<file path="src/hw/rtl/bmpb_pkg.sv">
`timescale 1ns / 1ps
`default_nettype none
// ----------------------------------------------------------------------------
// bmpb_pkg: shared types and constants of the clipped bitmap blitter
// Screen and image limits, register indexes and the structs that carry the
// register file, the derived setup and the input-stage request.
// ----------------------------------------------------------------------------
package bmpb_pkg;

    // Screen size and largest image dimension.
    localparam int SCR_W   = 220;
    localparam int SCR_H   = 176;
    localparam int MAX_DIM = 1024;

    // Configuration port widths.
    localparam int CFG_IDX_W  = 3;
    localparam int CFG_DATA_W = 12;

    // Register indexes.
    localparam logic [CFG_IDX_W-1:0] REG_IMAGE_WIDTH  = 3'd0;
    localparam logic [CFG_IDX_W-1:0] REG_IMAGE_HEIGHT = 3'd1;
    localparam logic [CFG_IDX_W-1:0] REG_SRC_X        = 3'd2;
    localparam logic [CFG_IDX_W-1:0] REG_SRC_Y        = 3'd3;
    localparam logic [CFG_IDX_W-1:0] REG_SRC_W        = 3'd4;
    localparam logic [CFG_IDX_W-1:0] REG_SRC_H        = 3'd5;
    localparam logic [CFG_IDX_W-1:0] REG_DEST_X       = 3'd6;
    localparam logic [CFG_IDX_W-1:0] REG_DEST_Y       = 3'd7;

    // Register file contents.
    typedef struct packed {
        logic [10:0] image_width;
        logic [11:0] image_height;  // two's complement
        logic [9:0]  src_x;
        logic [9:0]  src_y;
        logic [10:0] src_w;
        logic [10:0] src_h;
        logic [10:0] dest_x;        // two's complement
        logic [10:0] dest_y;        // two's complement
    } t_cfg;

    // Values derived from the registers.
    typedef struct packed {
        logic        ok;         // setup is valid
        logic        bottom_up;  // image_height is positive
        logic [10:0] ew;         // width used for counting
        logic [10:0] eh;         // height used for counting
        logic [10:0] iw;         // effective rectangle width
        logic [11:0] ih;         // effective rectangle height
    } t_setup;

    // Request held in the input register.
    typedef struct packed {
        logic [23:0] pixel;
        logic [9:0]  col;
        logic [11:0] row;        // image row, two's complement
        logic        err;        // emit the error result
        logic        cand;       // setup valid and frame not failed
    } t_req;

endpackage
`default_nettype wire

</file>
<file path="src/hw/rtl/bmp24_clipped_blit_rgb565.sv">
`timescale 1ns / 1ps
`default_nettype none
// ----------------------------------------------------------------------------
// bmp24_clipped_blit_rgb565: clipped blit of 24-bit bitmap pixels to RGB565
// Places unpadded file-order pixels in the image, clips them to the source
// rectangle and the 220 x 176 screen and emits screen position and color.
// ----------------------------------------------------------------------------
// The block takes one pixel per clock cycle while the input does not stall.
// Each accepted pixel is captured in the input register, where the column and
// row counters tag the pixel, and its result is then loaded into the result
// register after the rectangle, screen and color logic. A pixel that produces
// no result leaves the input register without using the result register, so
// the input stalls only while a result waits and the pixel behind it also
// produces one. Write the registers only while no request is in flight; an
// invalid setup yields one error request and the rest of the frame is dropped.
module bmp24_clipped_blit_rgb565 (
    input  wire logic                             i_clk,
    input  wire logic                             i_rst_n,
    input  wire logic                             i_cfg_we,
    input  wire logic [bmpb_pkg::CFG_IDX_W-1:0]   i_cfg_idx,
    input  wire logic [bmpb_pkg::CFG_DATA_W-1:0]  i_cfg_data,
    input  wire logic                             i_valid,
    output logic                                  o_stall,
    input  wire logic [23:0]                      i_pixel_bgr,
    output logic                                  o_valid,
    input  wire logic                             i_stall,
    output logic [7:0]                            o_screen_x,
    output logic [7:0]                            o_screen_y,
    output logic [15:0]                           o_color,
    output logic                                  o_error
);

    bmpb_pkg::t_cfg   cfg;
    bmpb_pkg::t_setup setup;
    bmpb_pkg::t_req   req;
    logic             req_valid;
    logic             take;

    // Register file.
    bmpb_cfg u_cfg (
        .i_clk      (i_clk),
        .i_rst_n    (i_rst_n),
        .i_cfg_we   (i_cfg_we),
        .i_cfg_idx  (i_cfg_idx),
        .i_cfg_data (i_cfg_data),
        .o_cfg      (cfg),
        .o_setup    (setup)
    );

    // Position tracking and input register.
    bmpb_track u_track (
        .i_clk       (i_clk),
        .i_rst_n     (i_rst_n),
        .i_valid     (i_valid),
        .i_pixel_bgr (i_pixel_bgr),
        .o_stall     (o_stall),
        .i_setup     (setup),
        .i_take      (take),
        .o_req_valid (req_valid),
        .o_req       (req)
    );

    // Clipping and result register.
    bmpb_map u_map (
        .i_clk       (i_clk),
        .i_rst_n     (i_rst_n),
        .i_cfg       (cfg),
        .i_setup     (setup),
        .i_req_valid (req_valid),
        .i_req       (req),
        .o_take      (take),
        .o_valid     (o_valid),
        .i_stall     (i_stall),
        .o_screen_x  (o_screen_x),
        .o_screen_y  (o_screen_y),
        .o_color     (o_color),
        .o_error     (o_error)
    );

endmodule
`default_nettype wire

</file>
<file path="src/hw/rtl/bmpb_cfg.sv">
`timescale 1ns / 1ps
`default_nettype none
// ----------------------------------------------------------------------------
// bmpb_cfg: configuration registers and setup check
// Holds the eight registers and derives the counting dimensions, the
// effective rectangle size and the validity of the setup.
// ----------------------------------------------------------------------------
module bmpb_cfg (
    input  wire logic                             i_clk,
    input  wire logic                             i_rst_n,
    input  wire logic                             i_cfg_we,
    input  wire logic [bmpb_pkg::CFG_IDX_W-1:0]   i_cfg_idx,
    input  wire logic [bmpb_pkg::CFG_DATA_W-1:0]  i_cfg_data,
    output bmpb_pkg::t_cfg                        o_cfg,
    output bmpb_pkg::t_setup                      o_setup
);

    bmpb_pkg::t_cfg r_cfg;
    bmpb_pkg::t_cfg n_cfg;

    logic [11:0] ah;
    logic [10:0] iw;
    logic [11:0] ih;
    logic        w_ok;
    logic        h_ok;
    logic [11:0] sum_x;
    logic [12:0] sum_y;
    logic [13:0] dx;
    logic [13:0] dy;
    logic [13:0] dx_lo;
    logic [13:0] dy_lo;
    logic        dx_ok;
    logic        dy_ok;

    // Register writes.
    always_comb begin
        n_cfg = r_cfg;
        if (i_cfg_we) begin
            case (i_cfg_idx)
                bmpb_pkg::REG_IMAGE_WIDTH:  n_cfg.image_width  = i_cfg_data[10:0];
                bmpb_pkg::REG_IMAGE_HEIGHT: n_cfg.image_height = i_cfg_data[11:0];
                bmpb_pkg::REG_SRC_X:        n_cfg.src_x        = i_cfg_data[9:0];
                bmpb_pkg::REG_SRC_Y:        n_cfg.src_y        = i_cfg_data[9:0];
                bmpb_pkg::REG_SRC_W:        n_cfg.src_w        = i_cfg_data[10:0];
                bmpb_pkg::REG_SRC_H:        n_cfg.src_h        = i_cfg_data[10:0];
                bmpb_pkg::REG_DEST_X:       n_cfg.dest_x       = i_cfg_data[10:0];
                bmpb_pkg::REG_DEST_Y:       n_cfg.dest_y       = i_cfg_data[10:0];
                default:                    n_cfg = r_cfg;
            endcase
        end
    end

    always_ff @(posedge i_clk) begin
        if (!i_rst_n) begin
            r_cfg.image_width  <= 11'd1;
            r_cfg.image_height <= 12'd1;
            r_cfg.src_x        <= 10'd0;
            r_cfg.src_y        <= 10'd0;
            r_cfg.src_w        <= 11'd0;
            r_cfg.src_h        <= 11'd0;
            r_cfg.dest_x       <= 11'd0;
            r_cfg.dest_y       <= 11'd0;
        end else begin
            r_cfg <= n_cfg;
        end
    end

    // Absolute height and effective rectangle size.
    assign ah = r_cfg.image_height[11] ? (12'd0 - r_cfg.image_height) : r_cfg.image_height;
    assign iw = (r_cfg.src_w != 11'd0) ? r_cfg.src_w : r_cfg.image_width;
    assign ih = (r_cfg.src_h != 11'd0) ? {1'b0, r_cfg.src_h} : ah;

    // Dimension ranges and rectangle fit inside the image.
    assign w_ok  = (r_cfg.image_width != 11'd0) &&
                   (r_cfg.image_width <= 11'(bmpb_pkg::MAX_DIM));
    assign h_ok  = (ah != 12'd0) && (ah <= 12'(bmpb_pkg::MAX_DIM));
    assign sum_x = {2'b00, r_cfg.src_x} + {1'b0, iw};
    assign sum_y = {3'b000, r_cfg.src_y} + {1'b0, ih};

    // Destination range: minus the rectangle size .. screen size minus one.
    assign dx    = {{3{r_cfg.dest_x[10]}}, r_cfg.dest_x};
    assign dy    = {{3{r_cfg.dest_y[10]}}, r_cfg.dest_y};
    assign dx_lo = dx + {3'b000, iw};
    assign dy_lo = dy + {2'b00, ih};
    assign dx_ok = ($signed(dx) <= $signed(14'(bmpb_pkg::SCR_W - 1))) && !dx_lo[13];
    assign dy_ok = ($signed(dy) <= $signed(14'(bmpb_pkg::SCR_H - 1))) && !dy_lo[13];

    // Derived setup.
    always_comb begin
        o_setup.ok        = w_ok && h_ok && (sum_x <= {1'b0, r_cfg.image_width}) &&
                            (sum_y <= {1'b0, ah}) && dx_ok && dy_ok;
        o_setup.bottom_up = !r_cfg.image_height[11] && (r_cfg.image_height != 12'd0);
        o_setup.iw        = iw;
        o_setup.ih        = ih;
        if (r_cfg.image_width == 11'd0) begin
            o_setup.ew = 11'd1;
        end else if (r_cfg.image_width > 11'(bmpb_pkg::MAX_DIM)) begin
            o_setup.ew = 11'(bmpb_pkg::MAX_DIM);
        end else begin
            o_setup.ew = r_cfg.image_width;
        end
        if (ah == 12'd0) begin
            o_setup.eh = 11'd1;
        end else if (ah > 12'(bmpb_pkg::MAX_DIM)) begin
            o_setup.eh = 11'(bmpb_pkg::MAX_DIM);
        end else begin
            o_setup.eh = ah[10:0];
        end
    end

    assign o_cfg = r_cfg;

endmodule
`default_nettype wire

</file>
<file path="src/hw/rtl/bmpb_track.sv">
`timescale 1ns / 1ps
`default_nettype none
// ----------------------------------------------------------------------------
// bmpb_track: pixel position tracking and input register
// Counts columns and file rows, tracks the failed-frame flag and captures
// each accepted pixel with its image position into the input register.
// ----------------------------------------------------------------------------
module bmpb_track (
    input  wire logic             i_clk,
    input  wire logic             i_rst_n,
    input  wire logic             i_valid,
    input  wire logic [23:0]      i_pixel_bgr,
    output logic                  o_stall,
    input  wire bmpb_pkg::t_setup i_setup,
    input  wire logic             i_take,
    output logic                  o_req_valid,
    output bmpb_pkg::t_req        o_req
);

    logic           r_valid;
    logic           n_valid;
    bmpb_pkg::t_req r_req;
    logic [9:0]     r_col;
    logic [9:0]     n_col;
    logic [9:0]     r_row;
    logic [9:0]     n_row;
    logic           r_failed;
    logic           n_failed;

    logic           accept;
    logic [10:0]    col_inc;
    logic [10:0]    row_inc;
    logic           col_wrap;
    logic           frame_end;
    logic           err;
    logic [11:0]    img_row;

    // Handshake: the register frees up when its request moves on.
    assign o_stall = r_valid && !i_take;
    assign accept  = i_valid && !o_stall;

    // Counter wrap at the end of a row and of the frame.
    assign col_inc   = {1'b0, r_col} + 11'd1;
    assign row_inc   = {1'b0, r_row} + 11'd1;
    assign col_wrap  = col_inc >= i_setup.ew;
    assign frame_end = col_wrap && (row_inc >= i_setup.eh);
    assign err       = !r_failed && !i_setup.ok;

    // Image row from the file row, flipped for bottom-up images.
    assign img_row = i_setup.bottom_up ?
                     ({1'b0, i_setup.eh} - 12'd1 - {2'b00, r_row}) : {2'b00, r_row};

    always_comb begin
        n_col    = r_col;
        n_row    = r_row;
        n_failed = r_failed;
        n_valid  = r_valid && !i_take;
        if (accept) begin
            n_valid  = 1'b1;
            n_col    = col_wrap ? 10'd0 : col_inc[9:0];
            if (col_wrap) begin
                n_row = frame_end ? 10'd0 : row_inc[9:0];
            end
            n_failed = frame_end ? 1'b0 : (r_failed || err);
        end
    end

    // Control state.
    always_ff @(posedge i_clk) begin
        if (!i_rst_n) begin
            r_valid  <= 1'b0;
            r_col    <= 10'd0;
            r_row    <= 10'd0;
            r_failed <= 1'b0;
        end else begin
            r_valid  <= n_valid;
            r_col    <= n_col;
            r_row    <= n_row;
            r_failed <= n_failed;
        end
    end

    // Input register payload.
    always_ff @(posedge i_clk) begin
        if (accept) begin
            r_req.pixel <= i_pixel_bgr;
            r_req.col   <= r_col;
            r_req.row   <= img_row;
            r_req.err   <= err;
            r_req.cand  <= !r_failed && i_setup.ok;
        end
    end

    assign o_req_valid = r_valid;
    assign o_req       = r_req;

endmodule
`default_nettype wire

</file>
<file path="src/hw/rtl/bmpb_map.sv">
`timescale 1ns / 1ps
`default_nettype none
// ----------------------------------------------------------------------------
// bmpb_map: clipping, screen mapping and result register
// Tests a request against the source rectangle and the screen, converts the
// color to RGB565 and loads the result register.
// ----------------------------------------------------------------------------
module bmpb_map (
    input  wire logic             i_clk,
    input  wire logic             i_rst_n,
    input  wire bmpb_pkg::t_cfg   i_cfg,
    input  wire bmpb_pkg::t_setup i_setup,
    input  wire logic             i_req_valid,
    input  wire bmpb_pkg::t_req   i_req,
    output logic                  o_take,
    output logic                  o_valid,
    input  wire logic             i_stall,
    output logic [7:0]            o_screen_x,
    output logic [7:0]            o_screen_y,
    output logic [15:0]           o_color,
    output logic                  o_error
);

    logic        r_valid;
    logic        n_valid;
    logic [7:0]  r_x;
    logic [7:0]  r_y;
    logic [15:0] r_color;
    logic        r_error;

    logic [11:0] end_x;
    logic [13:0] end_y;
    logic [13:0] row;
    logic        in_rect;
    logic [13:0] sx;
    logic [13:0] sy;
    logic        on_screen;
    logic        emit;
    logic        room;
    logic        load;
    logic [15:0] rgb;

    // Source rectangle test.
    assign end_x   = {2'b00, i_cfg.src_x} + {1'b0, i_setup.iw};
    assign end_y   = {4'b0000, i_cfg.src_y} + {2'b00, i_setup.ih};
    assign row     = {{2{i_req.row[11]}}, i_req.row};
    assign in_rect = (i_req.col >= i_cfg.src_x) && ({2'b00, i_req.col} < end_x) &&
                     ($signed(row) >= $signed({4'b0000, i_cfg.src_y})) &&
                     ($signed(row) < $signed(end_y));

    // Screen position and screen test.
    assign sx = {{3{i_cfg.dest_x[10]}}, i_cfg.dest_x} + {4'b0000, i_req.col} -
                {4'b0000, i_cfg.src_x};
    assign sy = {{3{i_cfg.dest_y[10]}}, i_cfg.dest_y} + row - {4'b0000, i_cfg.src_y};
    assign on_screen = !sx[13] && (sx[12:0] < 13'(bmpb_pkg::SCR_W)) &&
                       !sy[13] && (sy[12:0] < 13'(bmpb_pkg::SCR_H));

    // RGB888 to RGB565.
    assign rgb = {i_req.pixel[23:19], i_req.pixel[15:10], i_req.pixel[7:3]};

    // A request without a result leaves at once; one with a result needs room.
    assign emit   = i_req.err || (i_req.cand && in_rect && on_screen);
    assign room   = !r_valid || !i_stall;
    assign o_take = i_req_valid && (!emit || room);
    assign load   = i_req_valid && emit && room;

    always_comb begin
        n_valid = r_valid && i_stall;
        if (load) begin
            n_valid = 1'b1;
        end
    end

    always_ff @(posedge i_clk) begin
        if (!i_rst_n) begin
            r_valid <= 1'b0;
        end else begin
            r_valid <= n_valid;
        end
    end

    // Result register payload; the error result carries zero fields.
    always_ff @(posedge i_clk) begin
        if (load) begin
            r_error <= i_req.err;
            r_x     <= i_req.err ? 8'd0 : sx[7:0];
            r_y     <= i_req.err ? 8'd0 : sy[7:0];
            r_color <= i_req.err ? 16'd0 : rgb;
        end
    end

    assign o_valid    = r_valid;
    assign o_screen_x = r_x;
    assign o_screen_y = r_y;
    assign o_color    = r_color;
    assign o_error    = r_error;

endmodule
`default_nettype wire

</file>
<file path="config.mk">
export PLATFORM = sky130hd
export DESIGN_NAME = bmp24_clipped_blit_rgb565
export DESIGN_NICKNAME = d
export VERILOG_FILES = /design/src/hw/rtl/bmpb_pkg.sv /design/src/hw/rtl/bmp24_clipped_blit_rgb565.sv /design/src/hw/rtl/bmpb_cfg.sv /design/src/hw/rtl/bmpb_track.sv /design/src/hw/rtl/bmpb_map.sv
export SDC_FILE = /design/constraint.sdc
export NUM_CORES = 1
export LEC_CHECK = 0
export BUFFER_PORTS_ARGS = -buffer_cell sky130_fd_sc_hd__buf_2
export CAP_MARGIN = 10
export CELL_PAD_IN_SITES_DETAIL_PLACEMENT = 1
export CELL_PAD_IN_SITES_GLOBAL_PLACEMENT = 1
export CORE_UTILIZATION = 43
export DETAILED_ROUTE_END_ITERATION = 10
export PLACE_DENSITY = 0.86
export SYNTH_ARGS = -nofsm -noshare
export SYNTH_HDL_FRONTEND = slang
export SYNTH_SLANG_ARGS = --single-unit
</file>
<file path="constraint.sdc">
create_clock -name i_clk -period 6.7 [get_ports i_clk]
set_input_delay 1.005 -clock i_clk [delete_from_list [all_inputs] [get_ports i_clk]]
set_output_delay 1.005 -clock i_clk [all_outputs]
set_load 0.005 [all_outputs]
</file>
==> out/summary.txt, run 1 <==
Status -> finished clean
Gr usage total -> 26.4%
Antenna violations before repair -> 1
Vias in the first global route -> 12100
First-pass GRT wire length -> 64800 µm
Initial DRC count -> 850
Worst reg2reg path depth -> 24
Post-route cell area -> 0.0148 mm²
Min-delay src -> u_cfg.o_cfg[57]$_SDFFE_PN0P_
Synth Flop Type -> dfxtp_1
Area after DPL -> 0.0142 mm²
Post-synthesis sequential area ratio -> 32.7%
H-tree depth -> 4
Synthesized cell area -> 0.0134 mm²
Starting Density -> 43.8%
Post-route ant nets -> 0
Number of synthesized flops with an enable pin -> 73
Grt total ovfl -> 0
ANT cells -> 0
Worst reg-to-reg setup slack -> 250 ps
Most common cell in the netlist -> nand2_1
Seq cells post-synth -> 183
WL per Instance -> 20.8 µm
Clock Sinks -> 183
Worst hold endpoint -> u_cfg.o_cfg[57]$_SDFFE_PN0P_
Clock Latency Late Sink -> 460 ps
Core ar. -> 0.0307 mm²
Drt drc -> 0
FP Rows -> 64
Worst relative slew slack -> 24.4%
Chip Width -> 179 µm
Cells after synthesis -> 1575
Worst-Margin Slew -> 1130 ps
Crit share post-route -> 99.2%
Reg2reg end -> u_track.o_req[46]$_DFFE_PP_
Max-cap violations -> 0
Final #Nets -> 1858
Hold Path Class -> reg2reg
Top Ports -> 79
Core Util, Final -> 48.4%
Post-Route Skew -> 15.7 ps
Worst-path fanout max -> 8
# fillers -> 3678
Share of layout cells above drive strength 1 -> 9.27%
Area delta synth->final -> 10.4%
Fin. Hold Viols -> 0
Post-synth top area share -> 16.8%
CTS tree -> done
Die ar. -> 0.0320 mm²
I/O Buffers -> 70
HPWL after detailed placement -> 31900 µm
Final count of negative-setup-slack endpoints -> 0
Top post-synthesis cells by count -> 227 x nand2_1, 180 x ha_1, 165 x a21oi_1
Pin count of the biggest net entering global routing -> 100
Max Transition Viols Final -> 0
Crit path capture type -> primary output
CTS Hold Bufs -> 0
Syn_area_per_cell -> 8.53 µm²
Synthesized Nets -> 1806
Data arrival, critical path -> 5640 ps
Area leader, netlist -> ha_1
Vias -> 12100
DR pass1 iterations -> 7
PwrDens -> 250 mW/mm²
Cells taking the most area after synthesis -> ha_1 17%, dfxtp_1 16%, edfxtp_1 16%
GP Congestion -> 0.905
CTS Buffer Depth -> 2
Final wirelength -> 42400 µm
Critical Path Start Type -> flop
Leakage -> 6.22 nW
Min-Delay Path Depth -> 2
Fmax -> 0.150 GHz
Clock Tree Root -> clkbuf_16
FFs w/ async S/R, synth -> 0%
Worst VDD drop -> 198 µV
Cts bufs inserted -> 17
Final min period -> 6650 ps
Worst R2R Start -> u_cfg.o_cfg[32]$_SDFFE_PN0P_
Vias/cell -> 5.94
Hold Slack -> 482 ps
WS Path Type -> reg2out
Yosys cell types -> 76
Clock transition at the registers of the reported paths -> 80 ps
Die Ht -> 179 µm
Worst endpoint required time -> 5690 ps
Synth Warn # -> 0
-- per-stage QoR --
| stage | setup TNS (ps) | instances | total power [mW] | worst slack, ps |
|---|---|---|---|---|
| 6_report | 0 | 2036 | 3.70 | 54.4 |
| 3_5_place_dp | 0 | 1997 | 2.68 | 175 |
| 2_1_floorplan | 0 | 1575 | 2.29 | 24.6 |
| 3_3_place_gp | 0 | 1997 | 2.59 | 355 |
| 4_1_cts | 0 | 2030 | 3.68 | 13.2 |
| 5_1_grt | -86.2 | 2036 | 3.90 | -86.2 |
-- area by class of cell --
cell class / instances / area [µm²] / area share [%]
inverters: 112 / 420 / 2.83
multi-input cells: 1223 / 8460 / 57.1
well taps: 396 / 495 / 3.34
clock buffers: 17 / 425 / 2.87
clock inverters: 15 / 134 / 0.903
flip-flops and latches: 183 / 4400 / 29.6
repair buffers: 90 / 498 / 3.36
-- registers in the layout, indices dropped and copies added, names as in the netlist --
register             cells
u_map.o_valid            1
u_track.r_failed         1
u_track.o_req_valid      1
u_map.o_screen_x         8
u_map.o_color           16
u_map.o_error            1
u_map.o_screen_y         8
u_track.r_row           10
u_track.o_req           40
u_cfg.o_cfg             87
u_track.r_col           10
-- repair_timing --
| item | in CTS | in global routing |
|---|---|---|
| resized for setup | 4 | 12 |
| buffers inserted | 1 | 5 |
| setup endpoints to repair | 1 | 60 |
| pin swaps | 2 | 5 |
-- worst max path at each step --
stage	from	to	cells past startpoint
after floorplan	u_cfg.o_cfg[64]$_SDFFE_PN1P_	u_map.o_color[0]$_SDFFCE_PP0P_	26
after global placement	u_cfg.o_cfg[64]$_SDFFE_PN1P_	u_track.o_req[35]$_DFFE_PP_	26
after detailed placement	u_cfg.o_cfg[64]$_SDFFE_PN1P_	u_track.r_col[0]$_SDFFE_PN0P_	27
after CTS	u_cfg.o_cfg[64]$_SDFFE_PN1P_	o_stall	25
after global routing	u_cfg.o_cfg[64]$_SDFFE_PN1P_	o_stall	23
final	u_cfg.o_cfg[32]$_SDFFE_PN0P_	o_stall	22
-- layer usage --
layer,part of all wire (%),up-vias,global-route usage (%)
li1,-,5722,-
met4,3.1,2,9.78
met5,0.024,-,0
met3,5.7,87,4.28
met2,48,350,45.2
met1,43,5937,33.2
-- cells by family (layout without fill, tap and decap cells) --
group           after synthesis  in the layout  synth area share (%)
fa+ha+maj                   187            187                  17.8
mux                          10             10                 0.764
xor+xnor                     80             80                  5.21
compound gates              423            423                  19.9
buf+inv                     169            234                  4.91
simple gates                523            523                  18.7
flops                       183            183                  32.7
-- worst max-delay path, cell delays in order, from the launching register on --
cell       delay (ps)
dfxtp_1           350
nor4_1            540
nand3_1           240
buf_4             220
o21bai_1          430
ha_1              350
o211a_1           130
o31a_1            160
o21a_1            220
o21ai_0           150
nand2b_1          100
xor2_1            280
inv_1             100
ha_1              220
a211o_1           280
o211ai_1           80
a21oi_1           100
a211oi_2          250
a311oi_2          120
a2111oi_2         320
o2111ai_2         200
a21oi_2           190
buf_2             140
-- where the power goes --
part	switching (mW)	internal (mW)	leakage, nW	total, mW
Clock	0.514	0.491	0.269	1.00
Sequential	0.0919	1.30	1.61	1.39
Combinational	0.788	0.521	4.34	1.31
Total	1.39	2.31	6.22	3.70
-- layout by cell type, fill, tap and decap left out, types with 9 or more instances in the layout --
master	instances
a21o_1	39
xor2_1	29
nor2_1	82
nand4_1	20
o21ai_1	12
nor3_1	23
a21oi_1	160
dfxtp_1	109
clkbuf_16	17
xnor2_1	49
a211oi_1	16
nand3_1	31
o21ai_0	58
nor4_1	10
o21a_1	22
buf_2	71
ha_1	180
nand2_1	227
o211ai_1	14
buf_4	19
and3_1	18
nand2b_1	29
inv_1	110
nor2b_1	43
a31oi_1	9
edfxtp_1	73
o21bai_1	22
No activity file was read; power rests on OpenSTA's default activity.
==> run 2: changes to the inputs <==
--- a/config.mk
+++ b/config.mk
@@ -9,9 +9,10 @@
 export CAP_MARGIN = 10
 export CELL_PAD_IN_SITES_DETAIL_PLACEMENT = 1
 export CELL_PAD_IN_SITES_GLOBAL_PLACEMENT = 1
-export CORE_UTILIZATION = 43
+export CORE_UTILIZATION = 44
+export CTS_BUF_LIST = sky130_fd_sc_hd__clkbuf_8
 export DETAILED_ROUTE_END_ITERATION = 10
-export PLACE_DENSITY = 0.86
+export PLACE_DENSITY = 0.88
 export SYNTH_ARGS = -nofsm -noshare
 export SYNTH_HDL_FRONTEND = slang
 export SYNTH_SLANG_ARGS = --single-unit
==> out/summary.txt, run 2 (synthesis gave the netlist of run 1 again) <==
Initial DRC count -> 822 (-3.3%)
Share of layout cells above drive strength 1 -> 10.0% (+0.76 points)
Worst R2R Start -> u_cfg.o_cfg[66]$_SDFFE_PN0P_
Min-delay src -> u_cfg.o_cfg[37]$_SDFFE_PN0P_
Max-cap violations -> 0 (unchanged)
Sequential share of power -> 39.5% (+2.0 points)
Die ar. -> 0.0312 mm² (-2.2%)
Most Used Layer, Global Route -> met2
Largest stage delay on the critical path -> 420 ps (-120 ps)
Crit path max-delay family -> compound AO/OA/AOI/OAI gates
Fin. Hold Viols -> 0 (unchanged)
FP Rows -> 63 (-1.6%)
Critical Path Start Type -> flop
Final wirelength -> 42700 µm (+0.91%)
Pin count of the biggest net entering global routing -> 100 (unchanged)
Post-Route Skew -> 31.9 ps (+16.2 ps)
WS Path Type -> reg2out
CTS Buffer Depth -> 2 (unchanged)
Core Util, Final -> 49.4% (+1.1 points)
Critical path's slowest cell -> dfxtp_1
Vias -> 12200 (+0.87%)
Antenna violations before repair -> 1 (unchanged)
Starting Density -> 45.0% (+1.2 points)
Final #Nets -> 1863 (+0.27%)
# fillers -> 3607 (-1.9%)
Grt total ovfl -> 0 (unchanged)
Core ar. -> 0.0299 mm² (-2.6%)
Cts bufs inserted -> 17 (unchanged)
Worst VDD drop -> 149 µV (-25%)
Data arrival, critical path -> 5520 ps (-120 ps)
GP Congestion -> 0.877 (-3.1%)
CP bufs+invs -> 3 (unchanged)
WL per Instance -> 21.0 µm (+0.96%)
Die Ht -> 177 µm (-1.1%)
Vias in the first global route -> 12700 (+4.9%)
Clock Latency Late Sink -> 510 ps (+50 ps)
CTS tree -> done
Gr usage total -> 27.2% (+0.83 points)
Worst-path cell chain -> nor3_4, nand3_1, nor2_1, inv_1, o21ai_0, xor2_1, o21bai_1, ha_1, o21a_1, o211ai_1, o21ai_2, xor2_2, inv_1, ha_1, o21ai_0, a21oi_1, a211oi_2, a311oi_4, a2111oi_4, o2111ai_2, a21oi_2, buf_2
Clock Sinks -> 183 (unchanged)
Net Sw Power -> 1.42 mW (+1.6%)
Met1 Use GR -> 33.8% (+0.62 points)
Area delta synth->final -> 9.87%
Status -> finished clean
Worst relative slew slack -> 23.5% (-0.84 points)
Clock transition at the registers of the reported paths -> 120 ps (+40 ps)
CTS Hold Bufs -> 0 (unchanged)
Crit path capture type -> primary output
Critical Path Source -> u_cfg.o_cfg[66]$_SDFFE_PN0P_
Vias/cell -> 6.00 (+0.92%)
Clock group share of total power -> 22.3% (-4.8 points)
Chip Width -> 177 µm (-1.1%)
First-pass GRT wire length -> 66700 µm (+3.0%)
DR pass1 iterations -> 7 (unchanged)
Crit share post-route -> 97.4% (-1.8 points)
Max reg flops -> 87 (unchanged)
HPWL after detailed placement -> 32200 µm (+0.79%)
Fmax -> 0.153 GHz (+1.8%)
PwrDens -> 239 mW/mm² (-4.3%)
Max Transition Viols Final -> 0 (unchanged)
Most frequent cells in the layout -> 227 x nand2_1, 180 x ha_1, 159 x a21oi_1
Post-route ant nets -> 0 (unchanged)
Internal Dissipation -> 2.11 mW (-8.6%)
M2 GR Usage -> 46.6% (+1.4 points)
Setup ws final -> 173 ps (+119 ps)
Met3 Track Usage GR -> 4.19% (-0.095 points)
Drt drc -> 0 (unchanged)
Clock Tree Root -> clkbuf_8
Worst endpoint required time -> 5690 ps (about the same)
Placement Setup Slack -> -128 ps (-303 ps)
ANT cells -> 0 (unchanged)
Leakage -> 6.21 nW (-0.14%)
Worst-Margin Slew -> 1150 ps (+12.6 ps)
Top Ports -> 79 (unchanged)
Worst-path fanout max -> 6 (-2)
Final count of negative-setup-slack endpoints -> 0 (unchanged)
H-tree depth -> 4 (unchanged)
Final min period -> 6530 ps (-119 ps)
Commonest non-fill, non-tap cell in the layout -> nand2_1
I/O Buffers -> 70 (unchanged)
Hold Path Class -> reg2reg
Sw Share -> 40.1% (+2.5 points)
Comb pwr share -> 38.1% (+2.8 points)
run 2: cell count changes in the layout (fill, tap and decap cells not counted), moves of 2 or more:
cell        delta
clkbuf_8      +17
clkbuf_16     -17
clkinvlp_4     -2
o21bai_1       -3
clkinv_8       +2
clkinv_4       +2
buf_4          +4
o21bai_2       +3
run 2: cell type report:
type / instances / area (µm²) / share of cell area [%]
tap: 390 / 488 / 3.31
clock buffer: 17 / 234 / 1.58
clock inverter: 15 / 155 / 1.05
multi-input combinational: 1223 / 8520 / 57.7
timing repair buffer: 95 / 548 / 3.71
sequential: 183 / 4400 / 29.8
inverter: 112 / 420 / 2.85
run 2: worst register-to-register path, cell delays in order, from the launching register on:
cell and delay, ps:
dfxtp_1 420, nor3_4 290, nand3_1 210, nor2_1 220, inv_1 90, o21ai_0 220, xor2_1 290, o21bai_1 190
ha_1 420, o21a_1 160, o211ai_1 100, o21ai_2 270, xor2_2 210, inv_1 70, ha_1 300, o21ai_0 220
a21oi_1 80, a211oi_2 260, a311oi_4 110, a2111oi_4 290, o2111ai_2 220, buf_4 220, a31oi_4 610, buf_4 360
mux2i_1 210, nor2_1 50
run 2: worst paths after layout:
| check | depth (start not counted) | endpoint | slack (ps) |
|---|---|---|---|
| max | 22 | o_stall | 170 |
| max reg2reg | 25 | u_track.r_col[0]$_SDFFE_PN0P_ | 430 |
| min | 2 | u_cfg.o_cfg[37]$_SDFFE_PN0P_ | 490 |
| min reg2reg | 2 | u_cfg.o_cfg[37]$_SDFFE_PN0P_ | 490 |
run 2: power by group through the flow:
stage          Sequential, mW  Combinational, mW  Clock [mW]
6_report                 1.39               1.35       0.787
5_1_grt                  1.40               1.48       0.832
4_1_cts                  1.39               1.32       0.795
3_5_place_dp             1.41               1.28           0
3_3_place_gp             1.41               1.18           0
2_1_floorplan            1.38              0.911           0
run 2: stage by stage:
stage,instances,instance area [µm²],power [mW],hold WS (ps),TNS [ps]
6_report,2035,14800,3.53,488,0
3_3_place_gp,1991,14200,2.59,455,0
4_1_cts,2025,14600,3.50,482,0
3_5_place_dp,1991,14200,2.69,465,-3450
5_1_grt,2035,14800,3.72,499,-108
2_1_floorplan,1575,13400,2.29,444,0
run 2: timing repair:
item                                    CTS  global route
pin swaps                                 4             9
gates resized for setup                  13            14
buffers inserted                          2             9
hold endpoints to repair                  0             0
gates cloned                              0             0
endpoints found under the setup margin   72            42
run 2: metal layers:
| metal | vias up | routed length, µm |
|---|---|---|
| li1 | 5752 | - |
| met1 | 6023 | 18800 |
| met2 | 319 | 20300 |
| met3 | 107 | 2070 |
| met4 | 2 | 1600 |
| met5 | - | 12 |
==> run 3: changes to the inputs <==
--- a/config.mk
+++ b/config.mk
@@ -5,14 +5,15 @@
 export SDC_FILE = /design/constraint.sdc
 export NUM_CORES = 1
 export LEC_CHECK = 0
+export ABC_AREA = 1
 export BUFFER_PORTS_ARGS = -buffer_cell sky130_fd_sc_hd__buf_2
 export CAP_MARGIN = 10
 export CELL_PAD_IN_SITES_DETAIL_PLACEMENT = 1
 export CELL_PAD_IN_SITES_GLOBAL_PLACEMENT = 1
-export CORE_UTILIZATION = 44
+export CORE_UTILIZATION = 43
 export CTS_BUF_LIST = sky130_fd_sc_hd__clkbuf_8
 export DETAILED_ROUTE_END_ITERATION = 10
-export PLACE_DENSITY = 0.88
+export PLACE_DENSITY = 0.89
 export SYNTH_ARGS = -nofsm -noshare
 export SYNTH_HDL_FRONTEND = slang
 export SYNTH_SLANG_ARGS = --single-unit
==> out/summary.txt, run 3 <==
Largest stage delay on the critical path -> 380 ps (-40 ps)
Worst path depth -> 31 (+41%)
CTS Buffer Depth -> 2 (unchanged)
Max Transition Viols Final -> 0 (unchanged)
Gr usage total -> 26.0% (-1.3 points)
Number of synthesized flops with an enable pin -> 73 (unchanged)
Final #Nets -> 2189 (+17%)
Vias in the first global route -> 13500 (+6.0%)
Worst-Margin Slew -> 1090 ps (-55.3 ps)
Post-Route Skew -> 15.8 ps (-16.1 ps)
Die Ht -> 181 µm (+2.3%)
Core ar. -> 0.0315 mm² (+5.4%)
Status -> finished clean
Most common cell in the netlist -> nand2_1
GP Congestion -> 0.937 (+6.8%)
FP Rows -> 65 (+3.2%)
Syn_area_per_cell -> 7.24 µm² (-15%)
Cells taking the most area after synthesis -> ha_1 16%, dfxtp_1 16%, edfxtp_1 16%
Final min period -> 6170 ps (-360 ps)
Worst endpoint required time -> 5690 ps (about the same)
Most frequent cells in the layout -> 363 x nand2_1, 305 x inv_1, 231 x nor2_1
Hold Path Class -> reg2reg
Crit share post-route -> 92.0% (-5.4 points)
Worst VDD drop -> 137 µV (-7.7%)
Yosys cell types -> 48 (-37%)
Post-synthesis sequential area ratio -> 32.0% (-0.74 points)
Data arrival, critical path -> 5160 ps (-360 ps)
Fin cells -> 2373 (+17%)
Vias/cell -> 5.45 (-9.2%)
WL per Instance -> 17.5 µm (-17%)
Antenna violations before repair -> 0 (-1)
DR pass1 iterations -> 5 (-2)
ANT cells -> 0 (unchanged)
Min-Delay Path Depth -> 0 (-2)
Crit path max-delay family -> compound AO/OA/AOI/OAI gates
Cts bufs inserted -> 17 (unchanged)
Drt drc -> 0 (unchanged)
Final count of negative-setup-slack endpoints -> 0 (unchanged)
# fillers -> 4076 (+13%)
I/O Buffers -> 70 (unchanged)
H-tree depth -> 4 (unchanged)
Post-route ant nets -> 0 (unchanged)
CP bufs+invs -> 6 (+3)
Cells after synthesis -> 1898 (+21%)
PwrDens -> 269 mW/mm² (+13%)
Commonest non-fill, non-tap cell in the layout -> nand2_1
Synthesized Nets -> 2129 (+18%)
Max reg flops -> 87 (unchanged)
Final wirelength -> 41500 µm (-2.9%)
Synth Warn # -> 0 (unchanged)
Initial DRC count -> 646 (-21%)
Clock Latency Late Sink -> 490 ps (-20 ps)
Top post-synthesis cells by count -> 364 x nand2_1, 304 x inv_1, 232 x nor2_1
CTS Hold Bufs -> 0 (unchanged)
Pin count of the biggest net entering global routing -> 103 (+3.0%)
Top Ports -> 79 (unchanged)
Clock Tree Root -> clkbuf_8
Core Util, Final -> 47.4% (-2.0 points)
WS Path Type -> reg2out
Synth Flop Type -> dfxtp_1
RSZ-0062 raised after global routing -> no
HPWL after detailed placement -> 33400 µm (+3.6%)
Area delta synth->final -> 8.56%
Leakage -> 7.31 nW (+18%)
Max-cap violations -> 0 (unchanged)
DP Cell Count -> 2339 (+17%)
Chip Width -> 181 µm (+2.3%)
First-pass GRT wire length -> 67600 µm (+1.4%)
Starting Density -> 43.7% (-1.3 points)
Critical Path Start Type -> flop
Crit path capture type -> primary output
Grt total ovfl -> 0 (unchanged)
FFs w/ async S/R, synth -> 0% (unchanged)
Worst reg2reg path depth -> 32 (+28%)
Worst-path fanout max -> 6 (unchanged)
Area leader, netlist -> ha_1
Critical path's slowest cell -> dfxtp_1
CTS tree -> done
Clock transition at the registers of the reported paths -> 100 ps (-20 ps)
Vias -> 12900 (+5.9%)
Fin. Hold Viols -> 0 (unchanged)
Clock Sinks -> 183 (unchanged)
Share of layout cells above drive strength 1 -> 7.10% (-2.9 points)
Post-Route Setup TNS -> 0 ps (unchanged)
CP dominant cell by count -> nand2_1
Worst relative slew slack -> 27.2% (+3.7 points)
Synthesized cell area -> 0.0137 mm² (+2.3%)
Post-synth top area share -> 16.4% (-0.38 points)
Die ar. -> 0.0327 mm² (+4.6%)
Fmax -> 0.162 GHz (+5.8%)
Seq cells post-synth -> 183 (unchanged)
run 3: area by class of cell:
type / instances / area (µm²) / area share (%)
Multi-Input combinational cell: 1371 / 8060 / 54.0
Sequential cell: 183 / 4400 / 29.5
Inverter: 311 / 1170 / 7.82
Tap cell: 402 / 503 / 3.37
Timing Repair Buffer: 74 / 380 / 2.55
Clock buffer: 19 / 262 / 1.75
Clock inverter: 13 / 156 / 1.05
run 3: report_power, final:
part	total (mW)	switching (mW)	internal [mW]
clock	0.802	0.415	0.387
sequential	1.44	0.134	1.31
combinational	1.78	1.15	0.630
run 3: cells by family after synthesis:
kind of cell	after synthesis	synth area share, %
simple gates	770	23.6
fa+ha+maj	187	17.4
xor+xnor	49	3.12
flops	183	32.0
buf+inv	344	9.57
compound gates	365	14.4
run 3: stage by stage:
| step | worst slack, ps | total power, mW | hold slack, ps | area (µm²) |
|---|---|---|---|---|
| 6_report | 534 | 4.02 | 449 | 14900 |
| 5_1_grt | 43.4 | 4.33 | 446 | 14900 |
| 4_1_cts | 207 | 4.03 | 445 | 14900 |
| 3_5_place_dp | 746 | 3.22 | 434 | 14500 |
| 3_3_place_gp | 1020 | 3.08 | 427 | 14500 |
| 2_1_floorplan | 1230 | 2.69 | 408 | 13700 |
run 3: worst paths after layout:
path              slack, ps                          start                     endpoint
setup / recovery        530   u_cfg.o_cfg[64]$_SDFFE_PN1P_                      o_stall
setup reg to reg       1050   u_cfg.o_cfg[64]$_SDFFE_PN1P_  u_track.o_req[29]$_DFFE_PP_
hold reg to reg         450  u_track.r_col[6]$_SDFFE_PN0P_  u_track.o_req[20]$_DFFE_PP_
hold / removal          450  u_track.r_col[6]$_SDFFE_PN0P_  u_track.o_req[20]$_DFFE_PP_
run 3: repair_timing:
action,in CTS,in global routing
setup buffers,0,2
gates resized for setup,0,9
setup endpoints to repair,0,1
run 3: layer usage:
metal / share of wire [%] / vias to the layer above / global-route usage [%] / wire length, µm
li1: - / 6377 / - / -
met1: 45 / 6219 / 32.3 / 18600
met2: 49 / 258 / 45.9 / 20200
met3: 3.8 / 72 / 3.35 / 1590
met4: 2.7 / 0 / 9.30 / 1120
met5: 0 / - / 0 / 0
